File: src/rtl/sfe_pkg.sv
// Shared types and constants for the SBUS frame encoder.
package sfe_pkg;

  localparam int NUM_CHANNELS = 16;
  localparam int CHAN_W       = 4;
  localparam int VALUE_W      = 12;
  localparam int CODE_W       = 11;
  localparam int BYTE_W       = 8;
  localparam int PROD_W       = VALUE_W + CODE_W;
  localparam int BUF_W        = 18;
  localparam int CNT_W        = 5;
  localparam int REG_IDX_W    = 3;
  localparam int REG_DATA_W   = 12;
  localparam int STEP_W       = 4;

  localparam logic [REG_IDX_W-1:0] REG_IN_MIN      = 3'd0;
  localparam logic [REG_IDX_W-1:0] REG_IN_MAX      = 3'd1;
  localparam logic [REG_IDX_W-1:0] REG_OUT_MIN     = 3'd2;
  localparam logic [REG_IDX_W-1:0] REG_OUT_MAX     = 3'd3;
  localparam logic [REG_IDX_W-1:0] REG_HEADER_BYTE = 3'd4;
  localparam logic [REG_IDX_W-1:0] REG_FOOTER_BYTE = 3'd5;

  localparam logic [VALUE_W-1:0] IN_MIN_RST      = 12'd1000;
  localparam logic [VALUE_W-1:0] IN_MAX_RST      = 12'd2000;
  localparam logic [CODE_W-1:0]  OUT_MIN_RST     = 11'd173;
  localparam logic [CODE_W-1:0]  OUT_MAX_RST     = 11'd1811;
  localparam logic [BYTE_W-1:0]  HEADER_BYTE_RST = 8'd15;
  localparam logic [BYTE_W-1:0]  FOOTER_BYTE_RST = 8'd0;
  localparam logic [BYTE_W-1:0]  FLAGS_BYTE      = 8'h00;

  localparam logic [CHAN_W-1:0] LAST_CHANNEL = CHAN_W'(NUM_CHANNELS - 1);

  typedef struct packed {
    logic [VALUE_W-1:0] in_min;
    logic [VALUE_W-1:0] in_max;
    logic [CODE_W-1:0]  out_min;
    logic [CODE_W-1:0]  out_max;
  } map_cfg_t;

  // Mapped channel code handed from the mapper to the packer.
  typedef struct packed {
    logic              valid;
    logic [CODE_W-1:0] code;
  } code_req_t;

endpackage

File: src/rtl/sfe_mapper.sv
// Channel mapper: clamp, bit-serial multiply, restoring divide.
module sfe_mapper
  import sfe_pkg::*;
(
  input  logic               clk,
  input  logic               rst,
  input  map_cfg_t           cfg,
  input  logic               in_valid,
  output logic               in_stall,
  input  logic [VALUE_W-1:0] channel_value,
  output code_req_t          code_req,
  input  logic               code_take
);

  localparam logic [1:0] ST_IDLE = 2'd0;
  localparam logic [1:0] ST_MUL  = 2'd1;
  localparam logic [1:0] ST_DIV  = 2'd2;
  localparam logic [1:0] ST_DONE = 2'd3;
  localparam logic [STEP_W-1:0] LAST_STEP = STEP_W'(CODE_W - 1);

  logic [1:0]         state;
  logic [STEP_W-1:0]  step;
  logic [VALUE_W-1:0] diff;
  logic [CODE_W-1:0]  mag;
  logic               neg;
  logic [PROD_W-1:0]  prod;
  logic [VALUE_W-1:0] rem;
  logic [CODE_W-1:0]  low;
  logic [CODE_W-1:0]  code;

  logic               span_empty;
  logic [VALUE_W-1:0] span;
  logic [VALUE_W-1:0] xc;
  logic [CODE_W-1:0]  delta;
  logic               accept;
  logic [PROD_W-1:0]  prod_next;
  logic [VALUE_W:0]   trial;
  logic               ge;
  logic [VALUE_W:0]   trial_sub;
  logic [CODE_W-1:0]  quot;

  assign span_empty = (cfg.in_max <= cfg.in_min);
  assign span       = cfg.in_max - cfg.in_min;
  assign accept     = in_valid && !in_stall;
  assign in_stall   = (state != ST_IDLE);

  always_comb begin
    if (channel_value < cfg.in_min) begin
      xc = cfg.in_min;
    end else if (channel_value > cfg.in_max) begin
      xc = cfg.in_max;
    end else begin
      xc = channel_value;
    end
    if (cfg.out_max >= cfg.out_min) begin
      delta = cfg.out_max - cfg.out_min;
    end else begin
      delta = cfg.out_min - cfg.out_max;
    end
  end

  // Shift-add, multiplier bits taken MSB first.
  assign prod_next = {prod[PROD_W-2:0], 1'b0} +
                     (mag[CODE_W-1] ? PROD_W'(diff) : PROD_W'(0));

  // One quotient bit per cycle; rem always stays below span.
  assign trial     = {rem, low[CODE_W-1]};
  assign ge        = (trial >= {1'b0, span});
  assign trial_sub = trial - {1'b0, span};
  assign quot      = {low[CODE_W-2:0], ge};

  always_ff @(posedge clk) begin
    if (rst) begin
      state <= ST_IDLE;
    end else begin
      case (state)
        ST_IDLE: begin
          if (accept) begin
            state <= span_empty ? ST_DONE : ST_MUL;
          end
        end
        ST_MUL: begin
          if (step == LAST_STEP) begin
            state <= ST_DIV;
          end
        end
        ST_DIV: begin
          if (step == LAST_STEP) begin
            state <= ST_DONE;
          end
        end
        ST_DONE: begin
          if (code_take) begin
            state <= ST_IDLE;
          end
        end
        default: state <= ST_IDLE;
      endcase
    end
  end

  always_ff @(posedge clk) begin
    case (state)
      ST_IDLE: begin
        step <= '0;
        diff <= xc - cfg.in_min;
        mag  <= delta;
        neg  <= (cfg.out_max < cfg.out_min);
        prod <= '0;
        code <= cfg.out_min;
      end
      ST_MUL: begin
        prod <= prod_next;
        mag  <= {mag[CODE_W-2:0], 1'b0};
        if (step == LAST_STEP) begin
          step <= '0;
          rem  <= prod_next[PROD_W-1:CODE_W];
          low  <= prod_next[CODE_W-1:0];
        end else begin
          step <= step + 1'b1;
        end
      end
      ST_DIV: begin
        rem  <= ge ? trial_sub[VALUE_W-1:0] : trial[VALUE_W-1:0];
        low  <= quot;
        step <= step + 1'b1;
        if (step == LAST_STEP) begin
          code <= neg ? (cfg.out_min - quot) : (cfg.out_min + quot);
        end
      end
      default: begin
      end
    endcase
  end

  assign code_req.valid = (state == ST_DONE);
  assign code_req.code  = code;

endmodule

File: src/rtl/sfe_packer.sv
// Byte packer: header, LSB-first channel bits, flags and footer.
module sfe_packer
  import sfe_pkg::*;
(
  input  logic              clk,
  input  logic              rst,
  input  logic [BYTE_W-1:0] header_byte,
  input  logic [BYTE_W-1:0] footer_byte,
  input  code_req_t         code_req,
  output logic              code_take,
  output logic              out_valid,
  input  logic              out_stall,
  output logic [BYTE_W-1:0] out_byte,
  output logic              run_last,
  output logic              frame_last
);

  logic [CHAN_W-1:0] channel_index;
  logic [BUF_W-1:0]  bit_buffer;
  logic [CNT_W-1:0]  bit_count;
  logic              hdr_pend;
  logic [1:0]        tail_pend;

  logic              data_ready;
  logic              busy;
  logic              load;
  logic [BUF_W-1:0]  merged;

  assign data_ready = (bit_count >= CNT_W'(BYTE_W));
  assign busy       = hdr_pend || data_ready || (tail_pend != 2'd0);
  assign code_take  = code_req.valid && !busy;
  assign load       = !out_valid || !out_stall;
  assign merged     = bit_buffer |
                      (BUF_W'(code_req.code) << bit_count[2:0]);

  always_ff @(posedge clk) begin
    if (rst) begin
      channel_index <= '0;
      bit_buffer    <= '0;
      bit_count     <= '0;
      hdr_pend      <= 1'b0;
      tail_pend     <= 2'd0;
      out_valid     <= 1'b0;
    end else begin
      if (code_take) begin
        bit_buffer <= merged;
        bit_count  <= CNT_W'(bit_count[2:0]) + CNT_W'(CODE_W);
        hdr_pend   <= (channel_index == '0);
        tail_pend  <= (channel_index == LAST_CHANNEL) ? 2'd2 : 2'd0;
        channel_index <= (channel_index == LAST_CHANNEL) ? '0 : channel_index + 1'b1;
        // last byte of the previous request may leave on this edge
        if (load) begin
          out_valid <= 1'b0;
        end
      end else if (load) begin
        out_valid <= busy;
        if (hdr_pend) begin
          hdr_pend <= 1'b0;
        end else if (data_ready) begin
          bit_buffer <= bit_buffer >> BYTE_W;
          bit_count  <= bit_count - CNT_W'(BYTE_W);
        end else if (tail_pend == 2'd2) begin
          tail_pend <= 2'd1;
        end else if (tail_pend == 2'd1) begin
          tail_pend  <= 2'd0;
          bit_buffer <= '0;
          bit_count  <= '0;
        end
      end
    end
  end

  always_ff @(posedge clk) begin
    if (!code_take && load) begin
      if (hdr_pend) begin
        out_byte   <= header_byte;
        run_last   <= 1'b0;
        frame_last <= 1'b0;
      end else if (data_ready) begin
        out_byte   <= bit_buffer[BYTE_W-1:0];
        run_last   <= (bit_count < CNT_W'(2 * BYTE_W)) && (tail_pend == 2'd0);
        frame_last <= 1'b0;
      end else if (tail_pend == 2'd2) begin
        out_byte   <= FLAGS_BYTE;
        run_last   <= 1'b0;
        frame_last <= 1'b0;
      end else begin
        out_byte   <= footer_byte;
        run_last   <= 1'b1;
        frame_last <= 1'b1;
      end
    end
  end

endmodule

File: src/rtl/sbus_frame_encoder.sv
// Top level of the SBUS frame encoder.
// Usage:
//   Input channel: channel_value with in_valid / in_stall. Send the sixteen
//   channel values of a frame in order, one request per channel.
//   Output channel: out_byte, run_last, frame_last with out_valid / out_stall.
//   A frame is 25 bytes: header, 22 packed data bytes, flags (zero), footer.
//   run_last marks the last byte of a request, frame_last the footer.
//   Config: cfg_write, cfg_index, cfg_data; write only while the block idles.
// Timing:
//   A channel whose input span is empty is mapped straight to out_min;
//   otherwise the mapper runs the shift-add multiply and then the restoring
//   divider, one bit per step each, and then hands the code to the packer.
//   Bytes then leave at one per cycle while out_stall is low. The mapper
//   takes the next request while the packer still sends the previous bytes.
//   Reset empties both stages, restarts at channel 0 and restores register
//   defaults. While out_stall is high the output byte holds; the packer and
//   then the mapper fill up and in_stall goes high.
module sbus_frame_encoder
  import sfe_pkg::*;
(
  input  logic                  clk,
  input  logic                  rst,
  input  logic                  cfg_write,
  input  logic [REG_IDX_W-1:0]  cfg_index,
  input  logic [REG_DATA_W-1:0] cfg_data,
  input  logic                  in_valid,
  output logic                  in_stall,
  input  logic [VALUE_W-1:0]    channel_value,
  output logic                  out_valid,
  input  logic                  out_stall,
  output logic [BYTE_W-1:0]     out_byte,
  output logic                  run_last,
  output logic                  frame_last
);

  map_cfg_t          map_cfg;
  logic [BYTE_W-1:0] header_byte;
  logic [BYTE_W-1:0] footer_byte;
  code_req_t         code_req;
  logic              code_take;

  always_ff @(posedge clk) begin
    if (rst) begin
      map_cfg.in_min  <= IN_MIN_RST;
      map_cfg.in_max  <= IN_MAX_RST;
      map_cfg.out_min <= OUT_MIN_RST;
      map_cfg.out_max <= OUT_MAX_RST;
      header_byte     <= HEADER_BYTE_RST;
      footer_byte     <= FOOTER_BYTE_RST;
    end else if (cfg_write) begin
      case (cfg_index)
        REG_IN_MIN:      map_cfg.in_min  <= cfg_data[VALUE_W-1:0];
        REG_IN_MAX:      map_cfg.in_max  <= cfg_data[VALUE_W-1:0];
        REG_OUT_MIN:     map_cfg.out_min <= cfg_data[CODE_W-1:0];
        REG_OUT_MAX:     map_cfg.out_max <= cfg_data[CODE_W-1:0];
        REG_HEADER_BYTE: header_byte     <= cfg_data[BYTE_W-1:0];
        REG_FOOTER_BYTE: footer_byte     <= cfg_data[BYTE_W-1:0];
        default: begin
        end
      endcase
    end
  end

  sfe_mapper u_mapper (
    .clk           (clk),
    .rst           (rst),
    .cfg           (map_cfg),
    .in_valid      (in_valid),
    .in_stall      (in_stall),
    .channel_value (channel_value),
    .code_req      (code_req),
    .code_take     (code_take)
  );

  sfe_packer u_packer (
    .clk         (clk),
    .rst         (rst),
    .header_byte (header_byte),
    .footer_byte (footer_byte),
    .code_req    (code_req),
    .code_take   (code_take),
    .out_valid   (out_valid),
    .out_stall   (out_stall),
    .out_byte    (out_byte),
    .run_last    (run_last),
    .frame_last  (frame_last)
  );

endmodule

File: config.mk
export PLATFORM = sky130hd
export DESIGN_NAME = sbus_frame_encoder
export DESIGN_NICKNAME = d
export VERILOG_FILES = /design/src/rtl/sfe_pkg.sv /design/src/rtl/sfe_mapper.sv /design/src/rtl/sfe_packer.sv /design/src/rtl/sbus_frame_encoder.sv
export SDC_FILE = /design/constraint.sdc
export NUM_CORES = 1
export LEC_CHECK = 0
export ABC_AREA = 1
export BUFFER_PORTS_ARGS = -buffer_cell sky130_fd_sc_hd__buf_4
export CORE_MARGIN = 2
export CORE_UTILIZATION = 65
export DETAILED_ROUTE_END_ITERATION = 7
export PLACE_DENSITY_LB_ADDON = 0.15
export SLEW_MARGIN = 30
export SYNTH_ARGS = -nofsm -noshare
export SYNTH_HDL_FRONTEND = slang
export SYNTH_SLANG_ARGS = --single-unit
File: constraint.sdc
create_clock -name clk -period 9.2 [get_ports clk]
set_clock_uncertainty 0.15 [all_clocks]
set_input_delay 2.76 -clock clk [delete_from_list [all_inputs] [get_ports clk]]
set_output_delay 2.76 -clock clk [all_outputs]
set_load 0.02 [all_outputs]
==> results of run 1 <==
[sequential cells by signal, indices dropped and copies added, names as in the netlist, 5 cells and up]
name                 count
map_cfg                 46
u_mapper.prod           22
u_packer.bit_buffer     18
u_mapper.diff           12
u_mapper.rem            12
u_mapper.code           11
u_mapper.low            11
u_mapper.mag            11
footer_byte              8
header_byte              8
u_packer.out_byte        8
u_packer.bit_count       5
[cell families after synthesis]
kind of cell | count (synthesis) | share of synthesized area
fa+ha+maj | 122 | 0.1202
flops | 189 | 0.3596
buf+inv | 272 | 0.07943
xor+xnor | 64 | 0.04267
mux | 3 | 0.002286
simple gates | 766 | 0.2435
compound gates | 365 | 0.1523
[power groups by stage]
stage | sequential [mW] | clock (mW) | combinational [mW]
2_1_floorplan | 1.42 | 0 | 1.54
3_3_place_gp | 1.44 | 0 | 2.04
3_5_place_dp | 1.45 | 0 | 2.07
4_1_cts | 1.43 | 0.739 | 2.09
5_1_grt | 1.46 | 0.772 | 2.37
6_report | 1.44 | 0.733 | 2.11
[routing by layer]
metal | up-vias | track usage
met5 | - | 0
met1 | 5452 | 0.4202
met3 | 94 | 0.05094
met4 | 0 | 0.1495
li1 | 5969 | -
met2 | 399 | 0.5226
[per-stage QoR]
step,utilization,std cells
floorplan,-,1781
global placement,0.6809,2048
detailed placement,0.6809,2048
CTS,0.7099,2080
global route,0.7099,2080
finish,0.7100,2081
[final cells by class]
cell class | count | area share
Timing Repair Buffer | 53 | 0.02796
Clock inverter | 14 | 0.01073
Multi-Input combinational cell | 1320 | 0.5182
Clock buffer | 18 | 0.03016
Sequential cell | 189 | 0.3320
Tap cell | 270 | 0.02374
Antenna cell | 1 | 0.0001759
Inverter | 216 | 0.05698
[placed cells by master (no fill, tap or decap), types with 19 or more instances in the layout]
cell type                  synthesis  final
sky130_fd_sc_hd__a21oi_1         145    144
sky130_fd_sc_hd__buf_4             2     53
sky130_fd_sc_hd__dfxtp_1          95     95
sky130_fd_sc_hd__edfxtp_1         94     94
sky130_fd_sc_hd__ha_1            115    115
sky130_fd_sc_hd__inv_1           210    210
sky130_fd_sc_hd__nand2_1         434    434
sky130_fd_sc_hd__nand3_1         100    100
sky130_fd_sc_hd__nand4_1          19     19
sky130_fd_sc_hd__nor2_1          159    159
sky130_fd_sc_hd__nor3_1           19     19
sky130_fd_sc_hd__o211ai_1         35     35
sky130_fd_sc_hd__o21ai_0         141    141
sky130_fd_sc_hd__xnor2_1          19     19
sky130_fd_sc_hd__xor2_1           45     45
[synthesized netlist by cell type]
cell type                  number  share of area
sky130_fd_sc_hd__nand2_1      434           0.12
sky130_fd_sc_hd__inv_1        210          0.060
sky130_fd_sc_hd__nor2_1       159          0.045
sky130_fd_sc_hd__a21oi_1      145          0.055
sky130_fd_sc_hd__o21ai_0      141          0.054
sky130_fd_sc_hd__ha_1         115           0.11
sky130_fd_sc_hd__nand3_1      100          0.038
sky130_fd_sc_hd__dfxtp_1       95           0.14
sky130_fd_sc_hd__edfxtp_1      94           0.21
sky130_fd_sc_hd__clkbuf_1      47          0.013
sky130_fd_sc_hd__xor2_1        45          0.030
sky130_fd_sc_hd__o211ai_1      35          0.020
sky130_fd_sc_hd__nand4_1       19         0.0090
sky130_fd_sc_hd__nor3_1        19         0.0072
sky130_fd_sc_hd__xnor2_1       19          0.013
sky130_fd_sc_hd__a21o_1        11         0.0063
sky130_fd_sc_hd__a31oi_1       11         0.0052
sky130_fd_sc_hd__or2_2          9         0.0043
sky130_fd_sc_hd__fa_1           7          0.011
sky130_fd_sc_hd__nand3b_1       7         0.0040
sky130_fd_sc_hd__buf_2          6         0.0023
sky130_fd_sc_hd__nand2_2        5         0.0024
sky130_fd_sc_hd__o21bai_1       5         0.0029
sky130_fd_sc_hd__inv_2          4         0.0011
sky130_fd_sc_hd__nor2_2         4         0.0019
sky130_fd_sc_hd__nor2_4         4         0.0034
sky130_fd_sc_hd__o21ai_1        4         0.0015
sky130_fd_sc_hd__o22ai_1        4         0.0019
sky130_fd_sc_hd__mux2i_1        3         0.0023
sky130_fd_sc_hd__nand3_2        3         0.0023
sky130_fd_sc_hd__a31o_2         2         0.0013
sky130_fd_sc_hd__and2_1         2        0.00095
sky130_fd_sc_hd__buf_4          2         0.0011
sky130_fd_sc_hd__clkinv_1       2        0.00057
sky130_fd_sc_hd__o21a_1         2         0.0011
sky130_fd_sc_hd__a211o_1        1        0.00067
sky130_fd_sc_hd__a211oi_1       1        0.00057
sky130_fd_sc_hd__a21boi_0       1        0.00057
sky130_fd_sc_hd__buf_6          1        0.00086
sky130_fd_sc_hd__nor4_1         1        0.00048
sky130_fd_sc_hd__o31ai_1        1        0.00057
sky130_fd_sc_hd__o32ai_1        1        0.00067
[worst min-delay path, stage by stage, from the launching register on]
cell,delay (ns)
sky130_fd_sc_hd__dfxtp_1,0.32
sky130_fd_sc_hd__inv_1,0.05
sky130_fd_sc_hd__a21oi_1,0.05
[worst max path at each step]
stage,start,to,slack [ns],cells after the start
3_5_place_dp,channel_value[11],u_mapper.diff[11],2.80,22
3_3_place_gp,channel_value[7],u_mapper.diff[11],2.93,19
2_1_floorplan,channel_value[11],u_mapper.diff[11],3.47,22
6_report,channel_value[11],u_mapper.diff[11],3.11,22
5_1_grt,channel_value[11],u_mapper.diff[11],2.82,21
4_1_cts,channel_value[11],u_mapper.diff[11],3.22,22
==> flow_results.org, run 1 <==
** Timing
- After layout, the minimum clock period comes to 6.086 ns.
- Setup repair after global routing left no endpoint under its margin.
- Slew headroom :: 0.3674
- The number of max-slew violations in the final report came to 0.
- Of the available clock period, the critical path in the final layout requires 0.6616.
- In the post-route analysis, the smallest setup slack over all paths is ~3.1 ns.
- The final hold violation count came to 0.
- Setup TNS :: 0 ns
- Fmax :: approximately 0.16 GHz
- Across all hold checks on the routed design, the worst slack comes to 0.3066 ns.
- Measured slew at the worst slew-check pin :: 0.9454 ns
- Endpoints failing setup :: 0

** Hold path
- Worst Hold Class :: flip-flop to flip-flop
- For hold timing, the worst endpoint is u_packer.bit_buffer[10].
- Worst Min Path Start :: u_packer.bit_buffer[10]
- Along the worst hold path, the cell count comes to 2.

** Global route
- After global routing the overflow that remains totals 0.
- Initial antenna violation count :: 1
- First-pass GRT wire length :: 54.79 mm
- The number of global-route vias before repair was roughly 11000.
- Across every metal layer, demand over resource in global routing totals 0.3202.
- Pin count of the biggest net entering global routing :: 72

** Place
- Global placement routability congestion :: 0.9825
- Before CTS, the worst setup slack after placement is 2.801 ns.
- Number of buffer cells added on primary ports :: 43
- The placed instances occupy a cell area of 13640 µm².
- Half-perimeter wire length of the detailed placement result :: approximately 26 mm

** Run
- The tool flagged a number of max-cap violations equal to 0.

** Die
- Overall die area :: 21360 µm²
- Number of rows created at floorplan :: 52
- Die X-Extent :: about 150 µm
- The die is 146.2 µm tall.
- For this configuration, the core starts out at a cell density of 0.6556.
- The floorplan step defined a core boundary enclosing 20040 µm².
- Pin placement for this block handled 44 I/O pins.

** Power
- Across the VDD grid, the largest voltage drop is between 0.00015 and 0.0002 V.
- In this run the power density over the cells is 300.6 nW/µm².
- Portion of total power attributed to the clock network :: 0.171
- Of the total power, the share spent switching nets is 0.4521.
- The internal power of the cells totals 2.344 mW.
- Net load switching power :: 1.934 mW
- Total design power :: 4.278 mW
- Sequential share of power :: 0.336
- Lkg Pwr :: 6.687 nW
- Logic gate share of total power :: 0.493

** Routing
- After detailed routing, the number of vias per cell comes to 5.725.
- The first detailed-routing pass ran for 6 iterations.
- M1 wire length :: 15.15 mm
- The routed layout has 11914 vias.
- After detailed routing, the average wire length per cell comes to 16.49 µm.
- The highest layer touched by signal routing is met4.
- Routed met3 length :: 1.926 mm
- After detailed routing, the number of remaining DRC violations is 0.
- DRT Wirelength :: around 34 mm
- Wire length on met2 :: 15.73 mm
- Number of violations reported at the end of detailed-routing iteration 0 :: 957
- Final ANT Viol Nets :: 0

** Yosys
- Flip-flop and latch count after synthesis :: 189
- In this run the mean area of a mapped cell was around 7.4 µm².
- After synthesis, the netlist uses 42 different library cells.
- Number of cells produced by synthesis :: 1781
- Register area share after synthesis :: 0.3596
- Summed instance area of the synthesized netlist :: 13140 µm²
- The number of nets in the synthesized netlist is 1935.
- Yosys printed 0 warnings.

** Critical path
- Counting both buffers and inverters, the worst setup path holds a total of 4.
- Cell family contributing the most delay on the critical path :: simple AND/OR/NAND/NOR gates
- Reg-to-reg critical path startpoint :: map_cfg[35]
- For the worst setup path, the data arrival time is 6.12 ns.
- The number of cells on the worst reg-to-reg path is 27.
- Critical path peak fanout :: 23
- Slowest cell on the critical path :: sky130_fd_sc_hd__nand2_1
- Setup slack, reg-to-reg :: 3.48 ns
- The largest single stage delay on the critical path is approximately 0.54 ns.
- Setup CP Type :: input pin to flip-flop
- Startpoint types :: input pin
- Cell Chain, Critical Path :: buf_4 -> ha_1 -> nand2_1 -> inv_1 -> nand2_1 -> inv_1 -> nand2_1 -> nand3_1 -> nand2_1 -> nand2_1 -> o211ai_1 -> o21ai_0 -> ha_1 -> nand2_1 -> o21ai_0 -> nand2_1 -> nand2_1 -> nand3_1 -> o21ai_0 -> inv_1 -> nand3_1 -> nand2_1
- Data on the critical path is required at its endpoint by just over 9 ns.
- Reg2Reg Capture Point :: u_mapper.code[8]
- The worst setup path is captured at a flip-flop.
- Most used cell along the critical path :: sky130_fd_sc_hd__nand2_1

** Clocking
- TritonCTS built the clock tree.
- Clock insertion delay at the later pin of the skew report :: 0.45 ns
- Count of hold buffers inserted by post-cts repair :: 0
- After clock tree synthesis, the clock-pin slew on the worst setup and hold paths is 0.08 ns.
- The clock tree synthesis step divided the H-tree into 4 levels.
- Clock buffer depth :: 2
- Post-CTS resize count :: 0
- For this design, the sink count on the clock tree is 189.
- Post-CTS setup buffer count :: 0
- Buffer type at the clock tree root :: sky130_fd_sc_hd__clkbuf_16
- Clock buffers created by TritonCTS :: 17

** Layout
- In the final layout, the multi-input gates occupy 7373 µm².
- Relative to the synthesized area, the layout overhead comes to 8.304%.
- With fillers left out, the area of the finished cells amounts to 14230 µm².
- Reg area :: ~4700 µm²
- Ratio of cells with drive above 1 in the final layout :: 0.06409
- The filler cells instantiated in the layout total between 1500 and 2000.
- The final layout contains 1951 nets.

** Status
- Result of the run :: complete, no violations
(Power assumes the default switching activity.)
==> run 2, diff against run 1 <==
- CORE_UTILIZATION: 65 -> 64
- clock period: 9.2 -> 6.35 ns (I/O delays scaled with it)
==> run 2 against run 1 <==
  * Register-to-register slack got worse by 2.7 ns
  * Cell count barely moved
  * Total power increased by 45%
  * Die area grew 1.5%
  * Critical path depth rose by 5
  * Sequential cell count is the same
  * Via count rose by 2.5%
  * Highest routed layer unchanged
  * Count of clock-buffer cells in the layout decreased by 1
  * First-iteration DRC count is 17% higher
  * Hold slack got worse by 0.0016 ns
==> flow_results.org, run 2 (same netlist as run 1, synthesis figures left out) <==
** Clocking
- The total clock sinks came to 189 (unchanged).
- The clock latency on the worst-skew pair came to 0.45 ns (about the same).
- The count of instances resized after the clock tree is built came to 0 (unchanged).
- Post-CTS setup buffer count :: 0 (unchanged)
- CTS tree :: done
- The H-tree depth is 4 (unchanged).
- The maximum root-to-sink buffer count was 2 (unchanged).
- The tree is rooted in a sky130_fd_sc_hd__clkbuf_16.
- The hold-fix buffer count after cts is 0 (unchanged).
- Clock buffers created by TritonCTS :: 17 (unchanged)
- Clock-pin transition on the worst setup and hold timing paths :: 0.08 ns (about the same)

** Routing
- The post-detailed-route via-to-cell ratio was 5.869 (+2.5%).
- The routed wire length came to 35.11 mm (+2.3%).
- The length of routed wiring on met1 came to 14.93 mm (-1.5%).
- The post-route DRC violation count came to 0 (unchanged).
- Number of violations reported at the end of detailed-routing iteration 0 :: 1115 (+17%)
- Wire length on met2 :: 16.32 mm (+3.8%)
- Final ANT Viol Nets :: 0 (unchanged)
- Vias :: 12208 (+2.5%)
- WL/cell :: 16.88 µm (+2.4%)
- The routed wire length on met3 is 2.318 mm (+20%).
- The number of optimization iterations in the first detailed-route pass was 7 (+1).
- The highest metal layer carrying signal wires in the routed design is met4.

** Timing
- The slew at the pin closest to its max-slew limit came to 0.9646 ns (+0.01924 ns).
- Fmax :: 0.1807 GHz
- Endpoints failing setup :: 0 (unchanged)
- The routed design could run at a clock period as short as 5.535 ns.
- Unrepaired setup endpoints after global routing :: false
- Final number of hold-violating endpoints :: 0 (unchanged)
- In the finished design, the share of the clock period the worst path needs comes to 0.8717.
- The number of max-slew violations in the final report came to 0 (unchanged).
- The accumulated negative setup slack came to 0 ns (unchanged).
- The normalized max-slew margin was 0.3545 (-0.01288).

** Critical path
- Required time of the critical path :: 6.37 ns (-2.87 ns)
- The signal arrival time at the worst endpoint was 5.55 ns (-0.57 ns).
- The worst setup path is captured at a flip-flop.
- Startpoint types :: flip-flop
- Setup CP Type :: flip-flop to flip-flop
- The maximum fanout along the worst path came to 6 (-74%).

** Die
- The initial core utilization was 0.6514 (-0.004230).
- Number of top-level design ports :: 44 (unchanged)
- Number of rows created at floorplan :: 52 (unchanged)
- The die height was 147.3 µm (+0.76%).
- The x dimension of the die came to 147.3 µm (+0.76%).
- Floorplan Core Area :: 20170 µm² (+0.65%)
- The die area came to 21690 µm² (+1.5%).

** Layout
- The area of the multi-input gates is 7376 µm² (about the same).
- Registers with the most flip-flops :: map_cfg x46, u_mapper.prod x22, u_packer.bit_buffer x18
- Most frequent cells in the layout :: sky130_fd_sc_hd__nand2_1, sky130_fd_sc_hd__inv_1, sky130_fd_sc_hd__nor2_1, sky130_fd_sc_hd__a21oi_1, sky130_fd_sc_hd__o21ai_0
- Diodes inserted :: 0 (-1)
- The flip-flop and latch area came to 4725 µm² (unchanged).
- The number of filler cells placed in the layout is 1682 (-1.9%).
- Most common library cell in the layout ignoring fill and taps :: sky130_fd_sc_hd__nand2_1
- The number of flip-flops in the largest register is 46 (unchanged).
- The area added between synthesis and finish came to 8.247% (about the same).
- Ranked by flip-flop count, first place goes to map_cfg.
- The proportion of layout cells with a drive suffix above 1 is 0.06464 (+0.0005525).
- The number of nets at the end of the flow was 1951 (unchanged).
- The core utilization of the finished layout is 0.7051 (-0.004953).

** Status
- The run finished with clean final reports.

** Place
- Half-perimeter wire length of the detailed placement result :: 26.24 mm (+1.1%)
- Global placement routability congestion :: 0.9761 (-0.65%)
- The count of port buffers added during placement is 43 (unchanged).

** Global route
- The number of global-route vias before repair is 11496 (+4.2%).
- The leftover overflow at the end of global routing was 0 (unchanged).
- The wire length of the first global-routing pass was 56.96 mm (+4.0%).
- Initial antenna violation count :: 0 (-1)
- The largest net degree at the start of global routing is 49 (-32%).
- Global routing usage summed across all routing layers :: 0.3265 (+0.006347)

** Power
- The leakage power total is 6.684 nW (about the same).
- The power per cell area is 437.0 nW/µm² (+45%).
- Worst vdd rail ir drop :: 0.0002526 V (+44%)

** Hold path
- Worst Hold Class :: flip-flop to flip-flop

** Run
- The total of max-cap violations was 0 (unchanged).
run 2: final cells by class:
class                           instances  area share
Sequential cell                       189      0.3322
Clock inverter                         15     0.01047
Timing Repair Buffer                   53     0.02798
Inverter                              216     0.05701
Multi-Input combinational cell       1320      0.5187
Tap cell                              270     0.02376
Clock buffer                           17     0.02991
run 2: power by group:
part	total [mW]	switching (mW)	internal (mW)
sequential	2.08	0.241	1.84
clock	1.08	0.551	0.524
combinational	3.06	2.02	1.03
run 2: worst max-delay path: stages, from the launching register on:
cell                      delay [ns]
sky130_fd_sc_hd__dfxtp_1        0.36
sky130_fd_sc_hd__inv_1          0.14
sky130_fd_sc_hd__ha_1           0.31
sky130_fd_sc_hd__nand2_1        0.06
sky130_fd_sc_hd__o21ai_0        0.43
sky130_fd_sc_hd__a21oi_1        0.18
sky130_fd_sc_hd__o21ai_0        0.30
sky130_fd_sc_hd__a21oi_1        0.13
sky130_fd_sc_hd__xor2_1         0.16
sky130_fd_sc_hd__ha_1           0.36
sky130_fd_sc_hd__nand2_1        0.12
sky130_fd_sc_hd__nor3_1         0.21
sky130_fd_sc_hd__nand3_1        0.14
sky130_fd_sc_hd__nand3_1        0.12
sky130_fd_sc_hd__inv_1          0.10
sky130_fd_sc_hd__ha_1           0.20
sky130_fd_sc_hd__inv_1          0.05
sky130_fd_sc_hd__nor2_1         0.06
sky130_fd_sc_hd__a21oi_1        0.17
sky130_fd_sc_hd__xor2_1         0.16
sky130_fd_sc_hd__inv_1          0.06
sky130_fd_sc_hd__ha_1           0.34
sky130_fd_sc_hd__nand2_1        0.12
sky130_fd_sc_hd__nor2_1         0.05
sky130_fd_sc_hd__a211o_1        0.30
sky130_fd_sc_hd__or2_2          0.28
sky130_fd_sc_hd__nand3_1        0.07
sky130_fd_sc_hd__o21ai_0        0.11
run 2: stage by stage:
step / setup WS [ns] / hold slack (ns) / total power, mW / cells / cell area, µm²
after floorplan: 1.479 / 0.2796 / 4.287 / 1781 / 13140
after global placement: 1.007 / 0.2898 / 5.034 / 2048 / 13640
after detailed placement: 0.8201 / 0.2949 / 5.104 / 2048 / 13640
after CTS: 0.8832 / 0.3067 / 6.183 / 2080 / 14220
after global routing: 0.3810 / 0.3134 / 6.690 / 2080 / 14220
final: 0.8147 / 0.3050 / 6.214 / 2080 / 14220
run 2: per-layer routing:
layer  global-route usage  vias up
li1                     -     5945
met1               0.4325     5674
met2               0.5346      490
met3              0.05155       99
met4               0.1380        0
met5                    0        -
run 2: path summary, 6_finish.rpt:
path | slack (ns) | from | depth (start not counted) | to
setup / recovery | 0.81 | map_cfg[35] | 27 | u_mapper.code[8]
hold reg to reg | 0.31 | u_packer.bit_buffer[14] | 2 | u_packer.bit_buffer[14]
hold / removal | 0.31 | u_packer.bit_buffer[14] | 2 | u_packer.bit_buffer[14]
setup reg to reg | 0.81 | map_cfg[35] | 27 | u_mapper.code[8]
==> run 3, diff against run 2 <==
- PLACE_DENSITY: unset -> 0.82
- PLACE_DENSITY_LB_ADDON: 0.15 -> unset
==> run 3 against run 2 <==
  * Routed wire length shrank 1.3%
  * Utilization rose by 0.16 points
  * Hold slack barely moved
  * Critical path depth stayed put
  * Fmax up 1.3%
  * Combinational power barely moved
  * Critical path type unchanged
  * Critical endpoint unchanged
  * Largest power group unchanged
==> flow_results.org, run 3 (same netlist as run 1, synthesis figures left out) <==
** Clocking
- Total number of H-tree levels :: 4 (unchanged)
- TritonCTS built the clock tree.
- The clock latency on the worst-skew pair came to 0.44 ns (about the same).
- The count of instances resized after the clock tree is built was 0 (unchanged).
- Clock buffer depth :: 2 (unchanged)
- The post-CTS setup buffer count came to 0 (unchanged).
- Clock-pin transition on the worst setup and hold timing paths :: 0.07 ns (about the same)
- In this run the clock root is driven by a sky130_fd_sc_hd__clkbuf_16.
- Total number of clock tree sinks :: 189 (unchanged)
- Clock buffers created by TritonCTS :: 17 (unchanged)
- Count of hold buffers inserted by post-cts repair :: 0 (unchanged)

** Critical path
- Length in cells of the worst reg-to-reg path :: 27 (unchanged)
- The slack of the worst reg-to-reg path was 0.89 ns (+0.07 ns).
- Setup CP Type :: flip-flop to flip-flop
- The data required time of the worst path came to 6.36 ns (about the same).
- STA classifies the critical path startpoint as a flip-flop.
- Critical path peak fanout :: 5 (-1)
- The signal arrival time at the worst endpoint is 5.48 ns (-0.07 ns).
- Nature of the critical path endpoint :: flip-flop

** Timing
- The count of endpoints failing setup in the final report was 0 (unchanged).
- The final cycle utilization of the critical path was 0.8604 (-0.01134).
- The accumulated negative setup slack came to 0 ns (unchanged).
- The maximum clock rate came to 0.1830 GHz (+1.3%).
- The normalized max-slew margin was 0.3299 (-0.02461).
- The slew at the pin closest to its max-slew limit was 1.001 ns (+0.03677 ns).
- Unrepaired setup endpoints after global routing :: false
- Period minus WS final :: 5.463 ns (-0.07200 ns)
- Total count of max-transition violations in the final report :: 0 (unchanged)
- The final hold violation count is 0 (unchanged).

** Routing
- The routed wire length came to 34.64 mm (-1.3%).
- The wire length on met2 is 16.45 mm (+0.82%).
- Vias :: 12023 (-1.5%)
- Routed met3 length :: 2.409 mm (+3.9%)
- The detailed router used layers up to and including met4.
- First-pass DRT Iterations :: 7 (unchanged)
- The number of design-rule violations left by the first detailed-router iteration came to 1032 (-7.4%).
- Final ANT Viol Nets :: 0 (unchanged)
- The length of routed wiring on met1 is 14.41 mm (-3.5%).
- Per-cell via count in the routed design :: 5.786 (-1.4%)
- Residual DRC :: 0 (unchanged)
- WL/cell :: 16.67 µm (-1.2%)

** Layout
- Final instance area :: 14250 µm² (+0.23%)
- Most common library cell in the layout ignoring fill and taps :: sky130_fd_sc_hd__nand2_1
- The number of flip-flops in the largest register is 46 (unchanged).
- P&R area growth vs syn :: 8.495%
- The number of nets at the end of the flow came to 1950 (-0.051%).
- Register containing the most flip-flops in the final layout :: map_cfg
- Total area of multi-input combinational cells :: 7376 µm² (unchanged)
- Ratio of cells with drive above 1 in the final layout :: 0.06416 (-0.0004816)
- The core utilization of the finished layout was 0.7067 (+0.001613).
- The number of filler cells placed in the layout is 1728 (+2.7%).
- Reg area :: 4725 µm² (unchanged)
- The largest registers in the layout are map_cfg x46, u_mapper.prod x22, u_packer.bit_buffer x18.
- The number of antenna diodes is 0 (unchanged).
- Leaving out fill and tap cells, the most frequent cells in the layout are sky130_fd_sc_hd__nand2_1, sky130_fd_sc_hd__inv_1, sky130_fd_sc_hd__nor2_1, sky130_fd_sc_hd__a21oi_1, sky130_fd_sc_hd__o21ai_0.

** Power
- Total design power :: 6.286 mW (+1.2%)
- The maximum resistive drop on vdd was 0.0002799 V (+11%).
- Total power per unit cell area :: 441.0 nW/µm² (+0.93%)
- Lkg Pwr :: 6.704 nW (+0.29%)

** Status
- Result of the run :: complete, no violations

** Die
- Vertical die dimension :: 147.3 µm (unchanged)
- The core region area came to 20170 µm² (unchanged).
- The number of placement rows came to 52 (unchanged).
- Overall die area :: 21690 µm² (unchanged)
- The number of top-level design ports is 44 (unchanged).
- Die X-Extent :: 147.3 µm (unchanged)
- Initial Utilization :: 0.6514 (unchanged)

** Hold path
- Worst Hold Class :: flip-flop to flip-flop
- The depth of the worst hold-timing path is 2 (unchanged).

** Global route
- The initial antenna violation count came to 0 (unchanged).
- Via count of the first global-routing pass :: 11305 (-1.7%)
- The wire length of the first global-routing pass came to 55.44 mm (-2.7%).
- The overall global routing resource usage was 0.3203 (-0.006279).
- The largest net degree at the start of global routing was 50 (+2.0%).
- The leftover overflow at the end of global routing was 0 (unchanged).

** Place
- The post-placement cell area is 13640 µm² (about the same).
- The placed wire-length estimate came to 26.18 mm (-0.24%).
- Global placement routability congestion :: 0.9953 (+2.0%)
- The count of port buffers added during placement is 43 (unchanged).

** Run
- The total of max-cap violations is 0 (unchanged).
## run 3: final cells by class
cell class | instances | area share
clock buffer | 18 | 0.03160
clock inverter | 13 | 0.01150
inverter | 216 | 0.05688
multi-input combinational | 1320 | 0.5175
sequential | 189 | 0.3315
tap | 270 | 0.02370
timing repair buffer | 52 | 0.02739
## run 3: per-layer routing
layer,track usage,vias up
li1,-,5935
met1,0.4157,5519
met2,0.5376,472
met3,0.04814,97
met4,0.1322,0
met5,0,-
## run 3: worst max-delay path, stage by stage, from the launching register on
cell                      delay, ns
sky130_fd_sc_hd__dfxtp_1       0.31
sky130_fd_sc_hd__inv_1         0.12
sky130_fd_sc_hd__ha_1          0.38
sky130_fd_sc_hd__nand2_1       0.09
sky130_fd_sc_hd__o21ai_0       0.37
sky130_fd_sc_hd__a21oi_1       0.16
sky130_fd_sc_hd__o21ai_0       0.29
sky130_fd_sc_hd__a21oi_1       0.12
sky130_fd_sc_hd__xor2_1        0.16
sky130_fd_sc_hd__ha_1          0.34
sky130_fd_sc_hd__nand2_1       0.15
sky130_fd_sc_hd__nor2_1        0.07
sky130_fd_sc_hd__a21oi_1       0.19
sky130_fd_sc_hd__nand3_1       0.11
sky130_fd_sc_hd__inv_1         0.16
sky130_fd_sc_hd__ha_1          0.20
sky130_fd_sc_hd__inv_1         0.04
sky130_fd_sc_hd__nor2_1        0.17
sky130_fd_sc_hd__nand2_1       0.08
sky130_fd_sc_hd__nand2_1       0.11
sky130_fd_sc_hd__xor2_1        0.18
sky130_fd_sc_hd__ha_1          0.31
sky130_fd_sc_hd__nand2_1       0.14
sky130_fd_sc_hd__nor2_1        0.06
sky130_fd_sc_hd__a211o_1       0.30
sky130_fd_sc_hd__or2_2         0.27
sky130_fd_sc_hd__nand3_1       0.06
sky130_fd_sc_hd__o21ai_0       0.10
## run 3: per-stage QoR
| step | hold WS (ns) | std cells | setup WS, ns |
|---|---|---|---|
| final | 0.3053 | 2078 | 0.8867 |
| after detailed placement | 0.2947 | 2047 | 0.8206 |
| after floorplan | 0.2796 | 1781 | 1.479 |
| after global routing | 0.3189 | 2078 | 0.3742 |
| after global placement | 0.2899 | 2047 | 1.015 |
| after CTS | 0.3051 | 2078 | 0.9159 |
## run 3: worst paths after layout
path,startpoint,endpoint
worst max-delay path,map_cfg[36],u_mapper.code[8]
worst min register to register,u_packer.bit_buffer[14],u_packer.bit_buffer[14]
worst min-delay path,u_packer.bit_buffer[14],u_packer.bit_buffer[14]
worst max register to register,map_cfg[36],u_mapper.code[8]
## run 3: report_power, final
part	switching [mW]	leakage, nW	internal, mW
sequential	0.251	1.73	1.84
combinational	2.02	4.67	1.03
clock	0.518	0.305	0.619
total	2.79	6.70	3.49
